==> src/assert_macros.svh <==
// Assertion macros shared by the hasher modules.
`ifndef ASSERT_MACROS_SVH
`define ASSERT_MACROS_SVH
// Implication checked at every rising clock edge outside reset.
`define ASSERT_IMP(label, clk, rst_n, ante, cons) \
  label: assert property (@(posedge clk) disable iff (!rst_n) (ante) |-> (cons)) \
    else $error("assertion failed");
// Invariant checked at every rising clock edge outside reset.
`define ASSERT_ALWAYS(label, clk, rst_n, expr) \
  label: assert property (@(posedge clk) disable iff (!rst_n) (expr)) \
    else $error("assertion failed");
`endif

==> src/sha_pkg.sv <==
// Package: SHA-256 constants, types and round functions.
`default_nettype none
package sha_pkg;
  localparam int unsigned QDepth = 2;

  typedef logic [31:0] word_t;

  // Request passed from the byte front end to the compression back end.
  typedef struct packed {
    logic [511:0] block;
    logic         emit;
  } blk_req_t;

  typedef enum logic [1:0] {
    BE_IDLE,
    BE_ROUND,
    BE_FOLD,
    BE_EMIT
  } be_state_t;

  typedef enum logic [1:0] {
    FE_TAKE,
    FE_PAD1,
    FE_PAD2
  } fe_state_t;

  localparam word_t Iv [8] = '{
    32'h6a09e667, 32'hbb67ae85, 32'h3c6ef372, 32'ha54ff53a,
    32'h510e527f, 32'h9b05688c, 32'h1f83d9ab, 32'h5be0cd19
  };

  function automatic word_t round_k(input logic [5:0] r);
    word_t k;
    begin
      case (r)
        6'd0: k = 32'h428a2f98;  6'd1: k = 32'h71374491;  6'd2: k = 32'hb5c0fbcf;
        6'd3: k = 32'he9b5dba5;  6'd4: k = 32'h3956c25b;  6'd5: k = 32'h59f111f1;
        6'd6: k = 32'h923f82a4;  6'd7: k = 32'hab1c5ed5;  6'd8: k = 32'hd807aa98;
        6'd9: k = 32'h12835b01;  6'd10: k = 32'h243185be; 6'd11: k = 32'h550c7dc3;
        6'd12: k = 32'h72be5d74; 6'd13: k = 32'h80deb1fe; 6'd14: k = 32'h9bdc06a7;
        6'd15: k = 32'hc19bf174; 6'd16: k = 32'he49b69c1; 6'd17: k = 32'hefbe4786;
        6'd18: k = 32'h0fc19dc6; 6'd19: k = 32'h240ca1cc; 6'd20: k = 32'h2de92c6f;
        6'd21: k = 32'h4a7484aa; 6'd22: k = 32'h5cb0a9dc; 6'd23: k = 32'h76f988da;
        6'd24: k = 32'h983e5152; 6'd25: k = 32'ha831c66d; 6'd26: k = 32'hb00327c8;
        6'd27: k = 32'hbf597fc7; 6'd28: k = 32'hc6e00bf3; 6'd29: k = 32'hd5a79147;
        6'd30: k = 32'h06ca6351; 6'd31: k = 32'h14292967; 6'd32: k = 32'h27b70a85;
        6'd33: k = 32'h2e1b2138; 6'd34: k = 32'h4d2c6dfc; 6'd35: k = 32'h53380d13;
        6'd36: k = 32'h650a7354; 6'd37: k = 32'h766a0abb; 6'd38: k = 32'h81c2c92e;
        6'd39: k = 32'h92722c85; 6'd40: k = 32'ha2bfe8a1; 6'd41: k = 32'ha81a664b;
        6'd42: k = 32'hc24b8b70; 6'd43: k = 32'hc76c51a3; 6'd44: k = 32'hd192e819;
        6'd45: k = 32'hd6990624; 6'd46: k = 32'hf40e3585; 6'd47: k = 32'h106aa070;
        6'd48: k = 32'h19a4c116; 6'd49: k = 32'h1e376c08; 6'd50: k = 32'h2748774c;
        6'd51: k = 32'h34b0bcb5; 6'd52: k = 32'h391c0cb3; 6'd53: k = 32'h4ed8aa4a;
        6'd54: k = 32'h5b9cca4f; 6'd55: k = 32'h682e6ff3; 6'd56: k = 32'h748f82ee;
        6'd57: k = 32'h78a5636f; 6'd58: k = 32'h84c87814; 6'd59: k = 32'h8cc70208;
        6'd60: k = 32'h90befffa; 6'd61: k = 32'ha4506ceb; 6'd62: k = 32'hbef9a3f7;
        default: k = 32'hc67178f2;
      endcase
      return k;
    end
  endfunction

  function automatic word_t ror(input word_t x, input int unsigned n);
    return (x >> n) | (x << (32 - n));
  endfunction
endpackage
`default_nettype wire

==> src/sha_front.sv <==
// Front end: packs bytes into blocks, pads, and queues block requests.
`default_nettype none
module sha_front (
  input  wire logic              clk,
  input  wire logic              rst_n,
  input  wire logic [7:0]        in_data_byte,
  input  wire logic              in_byte_valid,
  input  wire logic              in_last_byte,
  input  wire logic              in_valid,
  output logic                   in_ready,
  output sha_pkg::blk_req_t      req,
  output logic                   req_valid,
  input  wire logic              req_ready
);
  import sha_pkg::*;

  fe_state_t     st_r, st_nxt;
  logic [511:0]  blk_r, blk_nxt;
  logic [5:0]    fill_r, fill_nxt;
  logic [63:0]   bits_r, bits_nxt;
  logic [63:0]   total_r, total_nxt;
  logic          push;
  blk_req_t      push_req;

  // queue between front and back
  blk_req_t                    q_r [QDepth];
  logic [$clog2(QDepth):0]     cnt_r;
  logic [$clog2(QDepth)-1:0]   wp_r, rp_r;
  logic                        q_full, pop;

  assign q_full    = (cnt_r == ($clog2(QDepth)+1)'(QDepth));
  assign req_valid = (cnt_r != '0);
  assign req       = q_r[rp_r];
  assign pop       = req_valid && req_ready;

  // Build blocks from bytes and padding
  always_comb begin
    logic [511:0] b;
    logic [5:0]   f;
    logic [63:0]  tot;
    b = blk_r; f = fill_r; tot = 64'd0;
    st_nxt = st_r; blk_nxt = blk_r; fill_nxt = fill_r; bits_nxt = bits_r;
    total_nxt = total_r; push = 1'b0; push_req = '0;
    in_ready = 1'b0;
    unique case (st_r)
      FE_TAKE: begin
        in_ready = !q_full;
        if (in_valid && !q_full) begin
          if (in_byte_valid) begin
            b[511 - 8*f -: 8] = in_data_byte;
            if (f == 6'd63) begin
              push = 1'b1; push_req.block = b; push_req.emit = 1'b0;
              bits_nxt = bits_r + 64'd512;
            end
            f = f + 6'd1;
          end
          blk_nxt = b; fill_nxt = f;
          if (in_last_byte) begin
            tot = (push ? bits_r + 64'd512 : bits_r) + {55'd0, f, 3'd0};
            total_nxt = tot;
            st_nxt = FE_PAD1;
          end
        end
      end
      FE_PAD1: begin
        // place 0x80 and zero the rest; length if it fits
        for (int i = 0; i < 64; i++) begin
          if (6'(i) == fill_r) b[511-8*i -: 8] = 8'h80;
          else if (6'(i) > fill_r) b[511-8*i -: 8] = 8'h00;
        end
        if (fill_r < 6'd56) begin
          b[63:0] = total_r;
          push_req.emit = 1'b1;
        end
        push_req.block = b;
        if (!q_full) begin
          push = 1'b1;
          if (fill_r < 6'd56) begin
            st_nxt = FE_TAKE; fill_nxt = '0; bits_nxt = '0;
          end else begin
            st_nxt = FE_PAD2;
          end
        end
      end
      FE_PAD2: begin
        push_req.block = {448'd0, total_r};
        push_req.emit  = 1'b1;
        if (!q_full) begin
          push = 1'b1; st_nxt = FE_TAKE; fill_nxt = '0; bits_nxt = '0;
        end
      end
      default: st_nxt = FE_TAKE;
    endcase
  end

  always_ff @(posedge clk) begin
    if (!rst_n) begin
      st_r <= FE_TAKE; fill_r <= '0; bits_r <= '0;
      cnt_r <= '0; wp_r <= '0; rp_r <= '0;
    end else begin
      st_r <= st_nxt; fill_r <= fill_nxt; bits_r <= bits_nxt;
      if (push) wp_r <= wp_r + 1'b1;
      if (pop) rp_r <= rp_r + 1'b1;
      cnt_r <= cnt_r + ($clog2(QDepth)+1)'(push) - ($clog2(QDepth)+1)'(pop);
    end
  end

  always_ff @(posedge clk) begin
    blk_r <= blk_nxt; total_r <= total_nxt;
    if (push) q_r[wp_r] <= push_req;
  end

  `include "assert_macros.svh"
  `ASSERT_IMP(a_no_push_full, clk, rst_n, q_full && !pop, !push)
  `ASSERT_ALWAYS(a_cnt_range, clk, rst_n, cnt_r <= ($clog2(QDepth)+1)'(QDepth))
  `ASSERT_IMP(a_pad_closes, clk, rst_n, st_r == FE_PAD2 && push, st_nxt == FE_TAKE)
endmodule
`default_nettype wire

==> config.mk <==
export PLATFORM = sky130hd
export DESIGN_NAME = sha_front
export DESIGN_NICKNAME = d
export VERILOG_FILES = /design/src/sha_pkg.sv /design/src/sha_front.sv
export VERILOG_INCLUDE_DIRS = /design/src /design/src/src
export SDC_FILE = /design/constraint.sdc
export NUM_CORES = 2
export LEC_CHECK = 0
export BUFFER_PORTS_ARGS = -buffer_cell sky130_fd_sc_hd__clkbuf_2
export CELL_PAD_IN_SITES_DETAIL_PLACEMENT = 2
export CELL_PAD_IN_SITES_GLOBAL_PLACEMENT = 2
export CORE_AREA = 4 4 398 400
export DETAILED_ROUTE_END_ITERATION = 16
export DIE_AREA = 0 0 402 404
export PLACE_DENSITY = 0.85
export SLEW_MARGIN = 20
export SYNTH_ARGS = -nofsm -noshare
export SYNTH_HDL_FRONTEND = slang
export SYNTH_SLANG_ARGS = --single-unit
==> constraint.sdc <==
create_clock -name clk -period 51.9 [get_ports clk]
set_input_delay 0 -clock clk [delete_from_list [all_inputs] [get_ports clk]]
set_output_delay 0 -clock clk [all_outputs]
set_load 0.05 [all_outputs]
### Yosys cells after proc, flatten, opt, wreduce, memory -nomap -nowiden

Memory sizes are Yosys's and may differ from the RTL's. A register that Yosys moved wholly into a read port is not among the register bits.
Index checks and enable logic that the tools add are counted.

| word-level totals | value |
|---|---|
| bits in latches | 0 |
| bits in read-only memories | 0 |
| memories kept | 1 |
| bits in writable memories | 1026 |
| word-level logic and storage cells | 341 |
| register bits | 652 |

Memory list:

| memory | words | width | rd ports | clocked after memory_dff | write ports | RTL line | source |
|---|---|---|---|---|---|---|---|
| q_r | 2 | 513 | 1 | 1 | 1 | sha_front.sv:26 | `blk_req_t q_r [QDepth];` |

| cells by class | value |
|---|---|
| muxes and demuxes | 169 |
| bitwise logic cells | 0 |
| reduce and logical (&&, ||, !) cells | 13 |
| div/mod/pow operators | 0 |
| equal/unequal tests | 74 |
| $lt $le $gt $ge | 65 |
| $mul | 0 |
| shift-type cells | 2 |
| $add $sub $neg | 9 |

Operators with widths:

| cell | number |
|---|---|
| 2-to-1 mux 513 bit | 3 |
| case mux 513 bit (3 select lines) | 1 |
| 2-to-1 mux 8 bit | 128 |
| variable shift 8 x 34 -> 519 bit, first input constant | 1 |
| variable part select 8 x 34 -> 519 bit | 1 |
| bitwise mux 512 bit | 1 |
| 2-to-1 mux 64 bit | 8 |
| equality test 6 bit, first input constant | 32 |
| > comparator 6 bit, first input constant | 32 |
| case mux 64 bit (3 select lines) | 1 |
| equality test 5 x 6 -> 1 bit, first input constant | 16 |
| > comparator 5 x 6 -> 1 bit, first input constant | 16 |
| adder 64 x 10 -> 64 bit, second input constant | 1 |
| adder 64 x 9 -> 64 bit | 1 |
| equality test 4 x 6 -> 1 bit, first input constant | 8 |
| > comparator 4 x 6 -> 1 bit, first input constant | 8 |
| 2-to-1 mux 6 bit | 7 |
| negation 32 -> 34 bit | 1 |
| equality test 3 x 6 -> 1 bit, first input constant | 4 |
| > comparator 3 x 6 -> 1 bit, first input constant | 4 |
| case mux 6 bit (3 select lines) | 1 |
| inequality test 2 bit, second input constant | 7 |
| equality test 2 x 6 -> 1 bit, first input constant | 2 |
| > comparator 1 x 6 -> 1 bit, first input constant | 2 |
| 26 further kinds | 46 |

### Logic depth before layout (Yosys ltp)

| logic depth | value |
|---|---|
| depth in word-level cells | 9 |
| depth in mapped cells | 12 |
| depth with buffers taken out | 9 |

### Worst setup path before layout

Ideal clock, no wire load.

| timing | value |
|---|---|
| kind | flip-flop to flip-flop |
| start | register fill_r[1] |
| end | memory q_r[0][0] (netlist bit) (enable) |
| arrival time | 24.140 ns |
| slack | 26.297 ns |
| library setup time | 1.463 ns |
| required time | 50.437 ns |
| buffers on the path | 1 |
| cell stages (with the launch flop) | 8 |
| path through | dfxtp_1 -> ha_1 -> and3_1 -> and3_1 -> buf_2 -> nand2_1 -> a21oi_1 -> nor2b_1 |

| on the way | value |
|---|---|
| longest elaborated chain between the ends | 9 |

RTL lines:

| what | RTL line | source |
|---|---|---|
| from (decl) | sha_front.sv:19 | `logic [5:0] fill_r, fill_nxt;` |
| from (signal assigned) | sha_front.sv:101 | `st_r <= st_nxt; fill_r <= fill_nxt; bits_r <= bits_nxt;` |
| equality test 6 bit | sha_front.sv:51 | `if (f == 6'd63) begin` |
| 2-to-1 mux 1 bit | sha_front.sv:51 |  |
| 2-to-1 mux 1 bit | sha_front.sv:49 | `if (in_byte_valid) begin` |
| 2-to-1 mux 1 bit | sha_front.sv:48 | `if (in_valid && !q_full) begin` |
| 2-to-1 mux 1 bit | sha_front.sv:45 | `unique case (st_r)` |
| 2-to-1 mux 1 bit | sha_front.sv:48 |  |
| case mux 1 bit (2 select lines) | sha_front.sv:45 |  |
| named net push | sha_front.sv:22 | `logic push;` |
| 2-to-1 mux 1 bit | sha_front.sv:110 | `if (push) q_r[wp_r] <= push_req;` |
| 2-to-1 mux 1 bit (implied by the code) | sha_front.sv:110 |  |
| to (decl) | sha_front.sv:26 |  |

The timed path passes the listed nets, and every way through them passes these cells. The select of a mux whose other input is x is not followed.

### Final worst setup path

| timing | value |
|---|---|
| start | register fill_r[4] |
| end | memory q_r[1][398] (netlist bit) (enable) |

Same word-level chain as after synthesis.

==> results by group <==
Logic synthesis
  • Gate count after technology mapping: 5164
  • Multiplexer area fraction after synthesis: 0.08400
  • Combinational family with the most area after synthesis: compound AO/OA/AOI/OAI gates
  • Yosys Warn Count: 0
  • Synth Area in Adders: 0.002292
  • Compound-Gate Fraction of Synth Area: 0.09782
  • Synth Area in XOR/XNOR: 0.007651
  • Syn_nets: about 5200
  • Share of synthesized flip-flops with an asynchronous set or reset: 0
  • Count of different cell masters after synthesis: 70
  • Number of enable-type register cells in the synthesized netlist: ~1600
  • Post-Synth Simple-Gate Area: 0.09176
  • Post-Syn Area: between 70000 and 80000 sq um
  • Average size of a mapped cell: 13.74 sq um
  • Leading register cell type out of synthesis: sky130_fd_sc_hd__edfxtp_1
  • #FFs+latches synth: ~1700
  • Part of the Yosys area used for sequential elements: 0.6957

STA
  • Ratio of final minimum period to clock period: 0.1235
  • Final Hold Viols: 0
  • Worst-case clock skew: ~0.037 ns
  • Minimum hold slack: 0.07392 ns
  • Achievable clock frequency: ~0.16 GHz
  • Clock period minus final worst setup slack: about 6.4 ns
  • Setup repair after global routing missed its margin: false
  • Number of pins with negative max-slew slack in the final report: 0
  • Worst-case setup margin in the final layout: around 45 ns
  • Worst Tran Pin Value: 1.199 ns
  • Setup-violating endpoint count in the final report: 0
  • Relative slew margins: 0.2007
  • Total Negative Setup Slacks: 0 ns

Global route
  • Global-route congestion overflow total: 0
  • Global-route total usage across every layer: 0.3651
  • Maximum number of pins on one net before global-route repair: ~160
  • Number of antenna violations at the first check in global routing: 26
  • Vias in the first global route: 55720
  • Global-route wire length before repair: around 430 mm

Power and ir drop
  • Worst IR Drop VDD: between 0.00003 and 0.00004 V
  • Internal power: 2.515 mW
  • Switching power as a share of total power: 0.3539
  • Share of power burned in the clock network: 0.332
  • Static Leakage: 29.42 nW
  • Overall power consumption: 3.893 mW
  • Cell Pwr Density: 47.75 nW/um^2
  • Switching component of the power: about 1.4 mW
  • Combinational cell fraction of total power: 0.245
  • Share of total power in sequential cells: 0.424

Setup path
  • Critical path class: reg -> reg
  • Slowest Stage Delay on Critical Path: a little over 1 ns
  • Cell mode on critical path: sky130_fd_sc_hd__buf_4
  • Worst path required time: approximately 52 ns
  • Kind of capture point of the worst setup path: flop
  • Crit path launch type: flop
  • Worst path top cell family by delay: buffers and inverters
  • Number of buffers and inverters on the critical path: 4
  • Crit Path Max Fanout: between 100 and 150
  • Slowest CP cell: sky130_fd_sc_hd__dfxtp_2
  • Cell-by-cell listing of the critical path: and2_1 > and3_1 > buf_4 > nand2_1 > a21oi_1 > and2_4 > buf_4 > buf_4 > buf_12
  • Arrival @ worst endpoint: approximately 6.9 ns

Route
  • Number of design-rule violations left by the first detailed-router iteration: 6837
  • Final WL: 305.2 mm
  • Total via count in the routed design: ~52000
  • WL per Instance: 38.81 um
  • Pre-antenna DRT Iters: 9
  • Residual DRC: 0
  • Ratio of routed vias to standard cells: 6.650
  • Detail Route Antenna Nets: 0

Layout
  • Proportion of layout cells with a drive suffix above 1: 0.2462
  • Leading cell type in the layout, fill and taps excluded: sky130_fd_sc_hd__edfxtp_1
  • Number of nets in the layout: between 5000 and 6000
  • Final core utilization: 0.5250
  • Commonest non-fill, non-tap cells in the layout: sky130_fd_sc_hd__edfxtp_1, sky130_fd_sc_hd__nand2_1, sky130_fd_sc_hd__o21ai_0, sky130_fd_sc_hd__clkbuf_2, sky130_fd_sc_hd__mux2_2
  • Synth-to-Final Area Change: 14.86%
  • Total of fill cells in the finished design: around 14000

Place
  • Final weighted congestion in routability-driven placement: between 0.8 and 0.9
  • Dpl ws: 45.63 ns
  • Post-detail-place hpwl: 190.9 mm
  • Number of port buffers: approximately 530

Clock network
  • Number of clock sinks seen by CTS: roughly 1700
  • Postcts setup bufs: 0
  • Clk pin slew, worst setup/hold paths: about 0.06 ns
  • Clk Tree Root Cell: sky130_fd_sc_hd__clkbuf_16
  • Clock H-tree levels: 4
  • Max Root-Sink Buffers: 3
  • TritonCTS buffer count: 180
  • Clock insertion delay at the later pin of the skew report: about 0.84 ns
  • TritonCTS clock tree: yes

Flow run
  • Count of max-cap constraint violations: 0

Floorplanning
  • Die area: 162400 sq um
  • Area of the core region: approximately 160000 sq um
  • Horizontal die dimension: between 400 and 500 um
  • Y dimension of the die: between 400 and 500 um
  • I/O pin count: about 530
  • Initial core utilization: 0.4570
  • Number of core rows: between 100 and 150

Run status
  • Outcome: complete, no violations

Min path
  • Class of the worst hold path: in -> reg
## cell usage after synthesis, types with 13 or more instances
| library cell | instances | area share |
|---|---|---|
| sky130_fd_sc_hd__a22oi_1 | 22 | 0.0023 |
| sky130_fd_sc_hd__ha_1 | 13 | 0.0023 |
| sky130_fd_sc_hd__a222oi_1 | 32 | 0.0045 |
| sky130_fd_sc_hd__and3_1 | 57 | 0.0050 |
| sky130_fd_sc_hd__a21oi_1 | 167 | 0.012 |
| sky130_fd_sc_hd__o31ai_1 | 20 | 0.0021 |
| sky130_fd_sc_hd__nor2b_1 | 18 | 0.0016 |
| sky130_fd_sc_hd__a31oi_1 | 20 | 0.0018 |
| sky130_fd_sc_hd__a22o_1 | 178 | 0.022 |
| sky130_fd_sc_hd__o2bb2ai_1 | 16 | 0.0020 |
| sky130_fd_sc_hd__mux2i_1 | 14 | 0.0020 |
| sky130_fd_sc_hd__edfxtp_1 | 1599 | 0.68 |
| sky130_fd_sc_hd__nand4_1 | 17 | 0.0015 |
| sky130_fd_sc_hd__xnor2_1 | 36 | 0.0044 |
| sky130_fd_sc_hd__and2_1 | 185 | 0.016 |
| sky130_fd_sc_hd__buf_2 | 50 | 0.0035 |
| sky130_fd_sc_hd__buf_1 | 15 | 0.00079 |
| sky130_fd_sc_hd__xor2_1 | 26 | 0.0032 |
| sky130_fd_sc_hd__clkbuf_1 | 254 | 0.013 |
| sky130_fd_sc_hd__nand3_1 | 108 | 0.0076 |
| sky130_fd_sc_hd__nor2_1 | 166 | 0.0088 |
| sky130_fd_sc_hd__dfxtp_1 | 68 | 0.019 |
| sky130_fd_sc_hd__inv_1 | 36 | 0.0019 |
| sky130_fd_sc_hd__or3_1 | 23 | 0.0020 |
| sky130_fd_sc_hd__mux2_2 | 517 | 0.082 |
| sky130_fd_sc_hd__nor3_1 | 28 | 0.0020 |
| sky130_fd_sc_hd__o21ai_0 | 570 | 0.040 |
| sky130_fd_sc_hd__nand2_1 | 743 | 0.039 |
## per-layer routing
metal,track usage,vias to the layer above,part of all wire
met5,0,-,0.00013
met4,0.2449,6,0.080
met3,0.07738,1149,0.089
li1,-,20450,-
met1,0.4203,27000,0.34
met2,0.6161,3680,0.49
## through the flow
stage	cells	area [sq um]
final	7863	81520
after global routing	7854	81500
after CTS	7853	81450
after detailed placement	7515	75710
after global placement	7515	75700
after floorplan	5164	70980
## worst register-to-register path, stage by stage, from the launching register on
cell                      delay [ns]
sky130_fd_sc_hd__dfxtp_2        1.01
sky130_fd_sc_hd__and2_1         0.30
sky130_fd_sc_hd__and3_1         0.18
sky130_fd_sc_hd__buf_4          0.36
sky130_fd_sc_hd__nand2_1        0.40
sky130_fd_sc_hd__a21oi_1        0.52
sky130_fd_sc_hd__and2_4         0.75
sky130_fd_sc_hd__buf_4          0.69
sky130_fd_sc_hd__buf_4          0.86
sky130_fd_sc_hd__buf_12         0.81
## power groups by stage
stage	clock network [mW]	registers, mW	logic [mW]
after floorplan	0	1.72	0.649
after detailed placement	0	1.67	0.928
after CTS	1.29	1.65	0.946
final	1.29	1.65	0.952
after global routing	1.35	1.65	0.972
after global placement	0	1.65	0.903
## layout make-up
class	count	area (sq um)	share of cell area
flip-flops and latches	1667	49390	0.6058
multi-input cells	3129	20220	0.2480
clock buffers	244	4890	0.05998
inverters	40	150.1	0.001842
diodes	9	22.52	0.0002763
well taps	2058	2575	0.03159
clock inverters	81	714.4	0.008763
repair buffers	635	3567	0.04376
## final timing paths
path | slack [ns] | endpoint | depth (start not counted) | start
setup / recovery | 45.49 | q_r[1][398]$_DFFE_PP_ | 9 | fill_r[4]$_SDFFE_PN0P_
hold / removal | 0.07 | blk_r[469]$_DFFE_PP_ | 4 | in_data_byte[5]
setup reg to reg | 45.49 | q_r[1][398]$_DFFE_PP_ | 9 | fill_r[4]$_SDFFE_PN0P_
hold reg to reg | 0.52 | rp_r$_SDFFE_PN0P_ | 2 | rp_r$_SDFFE_PN0P_
## sequential cells by signal (all words and copies together), names as in the netlist, named ones only
| signal | count |
|---|---|
| bits_r | 55 |
| blk_r | 512 |
| cnt_r | 2 |
| fill_r | 6 |
| q_r | 1026 |
| rp_r | 1 |
| st_r | 2 |
| total_r | 61 |
| wp_r | 1 |
## cells by family after synthesis
kind of cell	Yosys count
compound gates	1117
simple gates	1406
buf+inv	368
flops	1667
mux	531
fa+ha+maj	13
xor+xnor	62
## what timing repair did
action,4_1_cts,5_1_grt
hold endpoints to repair,66,0
resized for setup,0,0
hold buffers,13,0
Note: power is estimated with default switching activity, not from simulation.
